## config.mk

```make
export PLATFORM = sky130hd
export DESIGN_NAME = lorenz_euler_integrator
export DESIGN_NICKNAME = d
export VERILOG_FILES = /design/src/rtl/lei_pkg.sv /design/src/rtl/lei_sermul.sv /design/src/rtl/lorenz_euler_integrator.sv
export SDC_FILE = /design/constraint.sdc
export NUM_CORES = 2
export LEC_CHECK = 0
export BUFFER_PORTS_ARGS = -buffer_cell sky130_fd_sc_hd__buf_2
export CORE_MARGIN = 1.5
export CORE_UTILIZATION = 43
export DETAILED_ROUTE_END_ITERATION = 6
export PLACE_DENSITY = 0.67
export SETUP_SLACK_MARGIN = 0.2
export SLEW_MARGIN = 20
export SYNTH_ARGS = -nofsm -noshare
export SYNTH_HDL_FRONTEND = slang
export SYNTH_SLANG_ARGS = --single-unit
```

## constraint.sdc

```tcl
create_clock -name clk -period 33.7 [get_ports clk]
set_input_delay 6.74 -clock clk [delete_from_list [all_inputs] [get_ports clk]]
set_output_delay 6.74 -clock clk [all_outputs]
set_load 0.005 [all_outputs]
```

## src/rtl/lei_pkg.sv

```systemverilog
// ----------------------------------------------------------------------------
// lei_pkg: shared types and constants for the Lorenz Euler integrator
// Fixed-point formats, register indexes, sequencer states, saturation helper.
// ----------------------------------------------------------------------------
package lei_pkg;

    localparam int FRAC      = 20;   // Q12.20
    localparam int MUL_W     = 34;   // serial multiplier operand width
    localparam int PROD_W    = 2 * MUL_W;
    localparam int CNT_W     = 6;
    localparam int ROOT_ITERS = 32;  // one root bit per cycle
    localparam int DIV_ITERS  = 32;  // one quotient bit per cycle
    localparam int NLANES    = 6;

    localparam logic [31:0] RADIUS_BASE = 32'd26214400; // 0.2 * 2^20 * 125
    localparam logic [7:0]  RADIUS_DIV  = 8'd125;

    localparam logic signed [31:0] RST_SIGMA = 32'sd10485760;
    localparam logic signed [31:0] RST_RHO   = 32'sd29360128;
    localparam logic signed [31:0] RST_BETA  = 32'sd2796203;
    localparam logic [30:0]        RST_STEP  = 31'd13981;
    localparam logic signed [31:0] RST_X     = 32'sd10485760;

    // configuration register indexes
    localparam logic [1:0] REG_SIGMA = 2'd0;
    localparam logic [1:0] REG_RHO   = 2'd1;
    localparam logic [1:0] REG_BETA  = 2'd2;
    localparam logic [1:0] REG_STEP  = 2'd3;

    typedef enum logic [3:0] {
        ST_IDLE,
        ST_LOAD_A,
        ST_MUL_A,
        ST_DERIV,
        ST_LOAD_B,
        ST_MUL_B,
        ST_UPDATE,
        ST_SQRT,
        ST_DIV_INIT,
        ST_DIV,
        ST_OUT
    } lei_state_t;

    function automatic logic signed [31:0] sat32(input logic signed [68:0] v);
        logic signed [31:0] r;
        if (v > 69'sd2147483647)
            r = 32'sh7FFFFFFF;
        else if (v < -69'sd2147483648)
            r = 32'sh80000000;
        else
            r = v[31:0];
        return r;
    endfunction

endpackage

```

## src/rtl/lei_sermul.sv

```systemverilog
// ----------------------------------------------------------------------------
// lei_sermul: bit-serial signed multiplier
// Shift-add over the multiplier bits, LSB first; MSB weight subtracted.
// ----------------------------------------------------------------------------
module lei_sermul
    import lei_pkg::*;
(
    input  logic                     clk,
    input  logic                     rst_n,
    input  logic                     start,
    input  logic signed [MUL_W-1:0]  op_a,
    input  logic signed [MUL_W-1:0]  op_b,
    output logic                     done,
    output logic signed [PROD_W-1:0] prod
);

    logic                   busy_reg, busy_next;
    logic                   done_reg, done_next;
    logic [CNT_W-1:0]       cnt_reg, cnt_next;
    logic [MUL_W-1:0]       a_reg, b_reg, lo_reg;
    logic [MUL_W:0]         hi_reg;
    logic [MUL_W:0]         addend, sum;
    logic                   last_bit;

    always_comb
    begin
        last_bit = (cnt_reg == CNT_W'(MUL_W - 1));
        if (!b_reg[0])
            addend = '0;
        else if (last_bit)
            addend = -{a_reg[MUL_W-1], a_reg};
        else
            addend = {a_reg[MUL_W-1], a_reg};
        sum       = hi_reg + addend;
        busy_next = busy_reg;
        cnt_next  = cnt_reg;
        done_next = 1'b0;
        if (start)
        begin
            busy_next = 1'b1;
            cnt_next  = '0;
        end
        else if (busy_reg)
        begin
            cnt_next = cnt_reg + CNT_W'(1);
            if (last_bit)
            begin
                busy_next = 1'b0;
                done_next = 1'b1;
            end
        end
    end

    always_ff @(posedge clk or negedge rst_n)
    begin
        if (!rst_n)
        begin
            busy_reg <= 1'b0;
            done_reg <= 1'b0;
            cnt_reg  <= '0;
        end
        else
        begin
            busy_reg <= busy_next;
            done_reg <= done_next;
            cnt_reg  <= cnt_next;
        end
    end

    always_ff @(posedge clk)
    begin
        if (start)
        begin
            a_reg  <= op_a;
            b_reg  <= op_b;
            hi_reg <= '0;
            lo_reg <= '0;
        end
        else if (busy_reg)
        begin
            b_reg  <= {1'b0, b_reg[MUL_W-1:1]};
            hi_reg <= {sum[MUL_W], sum[MUL_W:1]};
            lo_reg <= {sum[0], lo_reg[MUL_W-1:1]};
        end
    end

    assign done = done_reg;
    assign prod = $signed({hi_reg[MUL_W-1:0], lo_reg});

endmodule

```

## src/rtl/lorenz_euler_integrator.sv

```systemverilog
// ----------------------------------------------------------------------------
// lorenz_euler_integrator: Lorenz system forward-Euler stepper, Q12.20
// Each advance tick runs SUBSTEPS Euler substeps and emits one result each.
// ----------------------------------------------------------------------------
//
//  channel   | signals                          | direction
//  ----------+----------------------------------+----------
//  tick      | tick_valid/tick_ready, advance   | in
//  result    | res_valid/res_ready, pos_x/y/z,  | out
//            | speed, radius, last              |
//  config    | cfg_we, cfg_index, cfg_data      | in
//
//  Per substep: two product rounds on the bit-serial multiplier lanes, then
//  the one-bit-per-cycle square root and the divide by 125. The tick is taken
//  in the idle state.
//  Reset: config registers take their defaults, position is (10, 0, 0).
//  Stalls: a result sits in the output register; the next substep runs
//  until its own result is ready and then waits for the slot to drain.
//  A tick with advance low is taken in the idle state and yields no transaction.
// ----------------------------------------------------------------------------
module lorenz_euler_integrator
    import lei_pkg::*;
#(
    parameter int SUBSTEPS = 5
)
(
    input  logic        clk,
    input  logic        rst_n,
    input  logic        tick_valid,
    output logic        tick_ready,
    input  logic        advance,
    output logic        res_valid,
    input  logic        res_ready,
    output logic [31:0] pos_x,
    output logic [31:0] pos_y,
    output logic [31:0] pos_z,
    output logic [30:0] speed,
    output logic [30:0] radius,
    output logic        last,
    input  logic        cfg_we,
    input  logic [1:0]  cfg_index,
    input  logic [31:0] cfg_data
);

    localparam int SUB_W = (SUBSTEPS > 1) ? $clog2(SUBSTEPS) : 1;

    lei_state_t state_reg, state_next;

    // configuration
    logic signed [31:0] sigma_reg, rho_reg, beta_reg;
    logic [30:0]        step_reg;

    // integrator position
    logic signed [31:0] x_reg, y_reg, z_reg;

    // substep counter and shared iteration counter
    logic [SUB_W-1:0] sub_reg;
    logic [CNT_W-1:0] cnt_reg;

    // derivative and root/divide datapath
    logic signed [31:0] dx_reg, dy_reg, dz_reg;
    logic [63:0]        rad_reg;
    logic [34:0]        rem_reg;
    logic [31:0]        root_reg;
    logic [31:0]        num_reg;
    logic [6:0]         drem_reg;
    logic [31:0]        quo_reg;
    logic [30:0]        speed_hold_reg;

    // output register
    logic               res_valid_reg, res_valid_next;
    logic [31:0]        pos_x_reg, pos_y_reg, pos_z_reg;
    logic [30:0]        speed_reg, radius_reg;
    logic               last_reg;

    // multiplier lanes
    logic signed [MUL_W-1:0]  op_a [NLANES];
    logic signed [MUL_W-1:0]  op_b [NLANES];
    logic signed [PROD_W-1:0] prod [NLANES];
    logic [NLANES-1:0]        lane_done;
    logic                     mul_start;

    logic tick_take, out_load, res_take, last_sub;

    assign tick_take = tick_valid && tick_ready;
    assign res_take  = res_valid_reg && res_ready;
    assign last_sub  = (sub_reg == SUB_W'(SUBSTEPS - 1));
    assign out_load  = (state_reg == ST_OUT) && (!res_valid_reg || res_ready);
    assign mul_start = (state_reg == ST_LOAD_A) || (state_reg == ST_LOAD_B);

    // ---------------- operand selection ----------------
    logic signed [32:0] diff_yx, diff_rz;
    logic signed [MUL_W-1:0] x_e, y_e, z_e, dx_e, dy_e, dz_e, st_e;

    always_comb
    begin
        diff_yx = $signed({y_reg[31], y_reg}) - $signed({x_reg[31], x_reg});
        diff_rz = $signed({rho_reg[31], rho_reg}) - $signed({z_reg[31], z_reg});
        x_e  = $signed({{2{x_reg[31]}}, x_reg});
        y_e  = $signed({{2{y_reg[31]}}, y_reg});
        z_e  = $signed({{2{z_reg[31]}}, z_reg});
        dx_e = $signed({{2{dx_reg[31]}}, dx_reg});
        dy_e = $signed({{2{dy_reg[31]}}, dy_reg});
        dz_e = $signed({{2{dz_reg[31]}}, dz_reg});
        st_e = $signed({3'b000, step_reg});
        if (state_reg == ST_LOAD_B)
        begin
            op_a[0] = dx_e; op_b[0] = st_e;
            op_a[1] = dy_e; op_b[1] = st_e;
            op_a[2] = dz_e; op_b[2] = st_e;
            op_a[3] = dx_e; op_b[3] = dx_e;
            op_a[4] = dy_e; op_b[4] = dy_e;
            op_a[5] = dz_e; op_b[5] = dz_e;
        end
        else
        begin
            op_a[0] = $signed({{2{sigma_reg[31]}}, sigma_reg});
            op_b[0] = $signed({diff_yx[32], diff_yx});
            op_a[1] = x_e;
            op_b[1] = $signed({diff_rz[32], diff_rz});
            op_a[2] = x_e;  op_b[2] = y_e;
            op_a[3] = $signed({{2{beta_reg[31]}}, beta_reg});
            op_b[3] = z_e;
            op_a[4] = '0;   op_b[4] = '0;
            op_a[5] = '0;   op_b[5] = '0;
        end
    end

    for (genvar g = 0; g < NLANES; g++)
    begin : g_lane
        lei_sermul u_mul (
            .clk   (clk),
            .rst_n (rst_n),
            .start (mul_start),
            .op_a  (op_a[g]),
            .op_b  (op_b[g]),
            .done  (lane_done[g]),
            .prod  (prod[g])
        );
    end

    // ---------------- derivative and update arithmetic ----------------
    logic signed [68:0] p0, p1, p2, p3, t_dx, t_dy, t_dz, u_x, u_y, u_z;
    logic [63:0]        sq_sum;

    always_comb
    begin
        p0   = $signed({prod[0][PROD_W-1], prod[0]});
        p1   = $signed({prod[1][PROD_W-1], prod[1]});
        p2   = $signed({prod[2][PROD_W-1], prod[2]});
        p3   = $signed({prod[3][PROD_W-1], prod[3]});
        t_dx = p0 >>> FRAC;
        t_dy = (p1 >>> FRAC) - $signed({{37{y_reg[31]}}, y_reg});
        t_dz = (p2 - p3) >>> FRAC;
        u_x  = $signed({{37{x_reg[31]}}, x_reg}) + (p0 >>> FRAC);
        u_y  = $signed({{37{y_reg[31]}}, y_reg}) + (p1 >>> FRAC);
        u_z  = $signed({{37{z_reg[31]}}, z_reg}) + (p2 >>> FRAC);
        sq_sum = prod[3][63:0] + prod[4][63:0] + prod[5][63:0];
    end

    // ---------------- root and divide steps ----------------
    logic [36:0] rem_t, trial;
    logic        root_ge;
    logic [7:0]  drem_t;
    logic        div_ge;

    always_comb
    begin
        rem_t   = {rem_reg, rad_reg[63:62]};
        trial   = {3'b000, root_reg, 2'b01};
        root_ge = (rem_t >= trial);
        drem_t  = {drem_reg, num_reg[31]};
        div_ge  = (drem_t >= RADIUS_DIV);
    end

    // ---------------- sequencer ----------------
    always_comb
    begin
        state_next = state_reg;
        tick_ready = 1'b0;
        unique case (state_reg)
            ST_IDLE:
            begin
                tick_ready = 1'b1;
                if (tick_valid && advance)
                    state_next = ST_LOAD_A;
            end
            ST_LOAD_A:   state_next = ST_MUL_A;
            ST_MUL_A:    if (lane_done[0]) state_next = ST_DERIV;
            ST_DERIV:    state_next = ST_LOAD_B;
            ST_LOAD_B:   state_next = ST_MUL_B;
            ST_MUL_B:    if (lane_done[0]) state_next = ST_UPDATE;
            ST_UPDATE:   state_next = ST_SQRT;
            ST_SQRT:
                if (cnt_reg == CNT_W'(ROOT_ITERS - 1))
                    state_next = ST_DIV_INIT;
            ST_DIV_INIT: state_next = ST_DIV;
            ST_DIV:
                if (cnt_reg == CNT_W'(DIV_ITERS - 1))
                    state_next = ST_OUT;
            ST_OUT:
                if (out_load)
                    state_next = last_sub ? ST_IDLE : ST_LOAD_A;
            default:     state_next = ST_IDLE;
        endcase
    end

    always_ff @(posedge clk or negedge rst_n)
    begin
        if (!rst_n)
            state_reg <= ST_IDLE;
        else
            state_reg <= state_next;
    end

    // control, config and position registers
    always_ff @(posedge clk or negedge rst_n)
    begin
        if (!rst_n)
        begin
            sigma_reg     <= RST_SIGMA;
            rho_reg       <= RST_RHO;
            beta_reg      <= RST_BETA;
            step_reg      <= RST_STEP;
            x_reg         <= RST_X;
            y_reg         <= '0;
            z_reg         <= '0;
            sub_reg       <= '0;
            cnt_reg       <= '0;
            res_valid_reg <= 1'b0;
        end
        else
        begin
            if (cfg_we)
            begin
                unique case (cfg_index)
                    REG_SIGMA: sigma_reg <= cfg_data;
                    REG_RHO:   rho_reg   <= cfg_data;
                    REG_BETA:  beta_reg  <= cfg_data;
                    REG_STEP:  step_reg  <= cfg_data[30:0];
                    default:   ;
                endcase
            end
            if (state_reg == ST_UPDATE)
            begin
                x_reg <= sat32(u_x);
                y_reg <= sat32(u_y);
                z_reg <= sat32(u_z);
            end
            if (tick_take)
                sub_reg <= '0;
            else if (out_load && !last_sub)
                sub_reg <= sub_reg + SUB_W'(1);
            if (state_reg == ST_UPDATE || state_reg == ST_DIV_INIT)
                cnt_reg <= '0;
            else if (state_reg == ST_SQRT || state_reg == ST_DIV)
                cnt_reg <= cnt_reg + CNT_W'(1);
            res_valid_reg <= res_valid_next;
        end
    end

    always_comb
    begin
        res_valid_next = res_valid_reg;
        if (out_load)
            res_valid_next = 1'b1;
        else if (res_take)
            res_valid_next = 1'b0;
    end

    // datapath registers
    always_ff @(posedge clk)
    begin
        if (state_reg == ST_DERIV)
        begin
            dx_reg <= sat32(t_dx);
            dy_reg <= sat32(t_dy);
            dz_reg <= sat32(t_dz);
        end
        if (state_reg == ST_UPDATE)
        begin
            rad_reg  <= sq_sum;
            rem_reg  <= '0;
            root_reg <= '0;
        end
        else if (state_reg == ST_SQRT)
        begin
            rad_reg  <= {rad_reg[61:0], 2'b00};
            rem_reg  <= root_ge ? 35'(rem_t - trial) : rem_t[34:0];
            root_reg <= {root_reg[30:0], root_ge};
        end
        if (state_reg == ST_DIV_INIT)
        begin
            // clamp root to 31 bits, then divide (base + speed) by 125
            speed_hold_reg <= root_reg[31] ? 31'h7FFFFFFF : root_reg[30:0];
            num_reg  <= RADIUS_BASE
                        + {1'b0, (root_reg[31] ? 31'h7FFFFFFF : root_reg[30:0])};
            drem_reg <= '0;
            quo_reg  <= '0;
        end
        else if (state_reg == ST_DIV)
        begin
            num_reg  <= {num_reg[30:0], 1'b0};
            drem_reg <= div_ge ? 7'(drem_t - RADIUS_DIV) : drem_t[6:0];
            quo_reg  <= {quo_reg[30:0], div_ge};
        end
        if (out_load)
        begin
            pos_x_reg  <= x_reg;
            pos_y_reg  <= y_reg;
            pos_z_reg  <= z_reg;
            speed_reg  <= speed_hold_reg;
            radius_reg <= quo_reg[30:0];
            last_reg   <= last_sub;
        end
    end

    assign res_valid = res_valid_reg;
    assign pos_x     = pos_x_reg;
    assign pos_y     = pos_y_reg;
    assign pos_z     = pos_z_reg;
    assign speed     = speed_reg;
    assign radius    = radius_reg;
    assign last      = last_reg;

    // ---------------- assertions ----------------
    // all lanes start together, so they must finish together
    a_lanes_sync: assert property (@(posedge clk) disable iff (!rst_n)
        lane_done[0] |-> (lane_done == {NLANES{1'b1}}))
        else $error("multiplier lanes out of step");

    // radius never drops below the 0.2 floor
    a_radius_floor: assert property (@(posedge clk) disable iff (!rst_n)
        res_valid_reg |-> (radius_reg >= 31'd209715))
        else $error("radius below base");

    // an advance tick starts a substep on the next cycle
    a_tick_start: assert property (@(posedge clk) disable iff (!rst_n)
        (tick_take && advance) |=> (state_reg == ST_LOAD_A))
        else $error("advance tick not started");

    // ticks are only taken with no substep in flight
    a_tick_idle: assert property (@(posedge clk) disable iff (!rst_n)
        tick_take |-> (sub_reg == '0 || state_reg == ST_IDLE) && !mul_start)
        else $error("tick taken mid frame");

endmodule

```

==> summary.txt <==
Drt
  – Starting DRT DRC Count: 6,916
  – Pre-antenna DRT Iters: 6
  – Post-Route WL: roughly 290,000 um
  – Post-DR wirelength/cell: between 20 and 25 um
  – Remaining antenna violation count: 0
  – DRC viols: 0
  – Routed via count: 76,100
  – DR vias/cell: slightly below 6

Place
  – Final GP Congestion: 0.965
  – Dpl cell area: approximately 0.099 sq mm
  – Number of I/O port buffers: 200
  – Final HPWL DP: between 200,000 and 250,000 um

Floorplan
  – Die Y: around 470 um
  – Placement Rows: about 170
  – Initial Util: ~43%
  – Die ar.: approximately 0.23 sq mm
  – Die Wd: 474 um
  – Core ar.: 0.220 sq mm
  – IO Pins: around 200

Pwr
  – Leak: ~42 nW
  – Peak VDD IR: around 0.058 mV
  – Flop pwr share: between 20% and 30%
  – Comb pwr share: between 40% and 50%
  – Power per cell area: ~86 mW/mm^2
  – Clock power share: between 20% and 30%
  – Psw: 0.00404 W
  – Sw Ratio: 44.5%
  – Power Internal: 0.00503 W

Setup path
  – Worst setup SP type: flip-flop
  – RR Endpoint: g_lane[2].u_mul.hi_reg[33]$_SDFFE_PN0P_
  – Setup crit end: tick_ready
  – Worst R2R Setup Slack: between 20,000 and 30,000 ps
  – Critical path data arrival time: 2290 ps
  – Setup crit end kind: primary output
  – Critical Path Fanout Max: 14
  – R2r worst-path depth: 22
  – CP Data Required Time: between 20,000 and 30,000 ps
  – CP Launch Point: state_reg[0]$_DFFE_PN0P_
  – Reg-to-Reg Start: g_lane[2].u_mul.a_reg[4]$_DFFE_PN_
  – Setup CP Type: flip-flop to primary output

Synth
  – FFs w/ async S/R, synth: a little under a fifth
  – Synth unique cells: between 90 and 100
  – Cell Area, Synth: ~0.096 sq mm
  – Number of synthesized register bits: 1,531
  – Yosys Warn Count: 0
  – Mapped Cells: 10,000
  – Synth Area per Inst: about 9.5 sq um
  – Number of synthesized flops with an enable pin: slightly below 800
  – Post-Syn Nets: 10,800
  – Dominant synthesized flop cell: edfxtp_1
  – Register area share after synthesis: 41.7%

Timing
  – Final setup viols: 0
  – Slew headroom: between 20% and 30%
  – Final Hold Vio Count: 0
  – Slew @ Worst Pin: ~1100 ps
  – Crit share post-route: between 20 and 30%
  – FMAX: approximately 110 MHz
  – Clk_skew: between 30 and 40 ps
  – Slew Viols, Final: 0
  – RSZ-0062 raised after global routing: no
  – Final hold slack: 417 ps
  – TNS Setup: 0 ps
  – Min Tclk post-route: 9030 ps

Clocking
  – CTS Buffer Depth: 3
  – Post-CTS sizing: 0
  – Root Driver: clkbuf_16
  – Clock Latency Late Sink: ~850 ps
  – Setup bufs post-CTS: 0
  – TritonCTS buffer count: approximately 170
  – Hold_buf cts: 0
  – CTS tree: done
  – Worst-path clk slew: roughly 60 ps
  – Clock sinks: 1,531
  – H-tree Lvls: 4

Global route
  – First-pass GRT wire length: ~440,000 um
  – Total gr overflow: 0
  – Initial antenna violation count: 25
  – GRT Overall Usage: ~25%
  – Vias in the first global route: just over 70,000
  – Largest net degree at the start of global routing: around 140

Layout
  – Finished Core Util: between 40% and 50%
  – Commonest non-fill, non-tap cell in the layout: nor2_1
  – Share of cells above drive strength 1: under 10%
  – Layout area overhead: 10.1%
  – Commonest non-fill, non-tap cells in the layout: nor2_1, nand2_1, edfxtp_1, a21oi_1, ha_1
  – Fin nets: 10,800
  – Final instance area: between 0.1 and 0.15 sq mm

Hold path
  – HP Start: speed_hold_reg[9]$_DFFE_PP_
  – WHS Path Cells: 0
  – Hold WC Path Type: flip-flop to flip-flop

Flow run
  – Number of max-cap violations: 0

Run status
  – Outcome: finished clean
## routing by layer
metal | share of wire [%] | vias up | global-route usage (%)
met2 | 45 | 2595 | 40.4
li1 | - | 36200 | -
met4 | 4.9 | 22 | 11.5
met3 | 6.6 | 507 | 3.42
met1 | 43 | 36800 | 33.8
met5 | 0.065 | - | 0
## critical path, cell delays in order (launching register included)
cell	delay, ps
dfrtp_1	530
nor4_1	690
buf_2	230
## power groups by stage
stage | registers (W) | clock network [W] | logic, W
2_1_floorplan | 0.00239 | 0 | 0.00333
3_3_place_gp | 0.00267 | 0 | 0.00435
3_5_place_dp | 0.00267 | 0 | 0.00440
4_1_cts | 0.00263 | 0.00195 | 0.00443
5_1_grt | 0.00264 | 0.00202 | 0.00496
6_report | 0.00264 | 0.00192 | 0.00451
## cells in the mapped netlist (39+ instances only)
cell / n / area (sq um)
a21oi_1: 717 / 3590
o21bai_1: 77 / 578
fa_1: 76 / 1520
o21a_1: 78 / 586
and2_1: 281 / 1760
nand2b_1: 193 / 1210
xnor2_1: 476 / 4170
nor2_1: 939 / 3520
mux2i_1: 349 / 3490
nor3_1: 145 / 726
a221o_1: 46 / 460
a21o_1: 329 / 2470
nand3_1: 145 / 726
dfxtp_1: 473 / 9470
nand2_1: 908 / 3410
a22o_1: 39 / 342
inv_1: 431 / 1620
edfxtp_1: 778 / 23400
or3_1: 80 / 500
clkbuf_1: 376 / 1410
a21boi_0: 50 / 375
nor2b_1: 92 / 576
ha_1: 647 / 8100
o31ai_1: 70 / 526
nor4_1: 64 / 400
dfrtp_1: 252 / 6310
o21ai_0: 560 / 2800
o211ai_1: 82 / 616
and3_1: 64 / 400
nand4_1: 93 / 582
xor2_1: 249 / 2180
a31oi_1: 71 / 444
a211oi_1: 70 / 526
mux2_2: 129 / 1450
## how the worst min path moves through the flow
stage                                to  slack [ps]
detailed placement   speed[4]$_DFFE_PP_         410
finish               speed[9]$_DFFE_PP_         420
CTS                  speed[9]$_DFFE_PP_         420
global placement    speed[25]$_DFFE_PP_         410
floorplan            speed[0]$_DFFE_PP_         400
global route         speed[9]$_DFFE_PP_         420
## metrics by stage
step,instances,setup WS (ps),total power (W)
2_1_floorplan,10000,14250,0.00572
3_3_place_gp,12800,24630,0.00702
3_5_place_dp,12800,24580,0.00706
4_1_cts,13200,24630,0.00901
5_1_grt,13200,24570,0.00962
6_report,13200,24670,0.00907
## cells by family (layout without fill, tap and decap cells)
group / after synthesis / count (layout) / synth area share, %
mux: 479 / 479 / 5.19
buf+inv: 853 / 1027 / 3.38
xor+xnor: 725 / 725 / 6.64
simple gates: 3151 / 3151 / 15.6
flops: 1531 / 1531 / 41.7
fa+ha+maj: 723 / 723 / 10.1
other cells: 0 / 9 / 0
compound gates: 2557 / 2557 / 17.4
## layout make-up
class	instances	area [sq um]
multi-input combinational	7635	52600
sequential	1531	39900
tap	2958	3700
clock buffer	227	4730
timing repair buffer	269	1560
inverter	438	1650
antenna	9	22.5
fill	20500	115000
clock inverter	93	1050
Power figures use the tool's default switching activity.
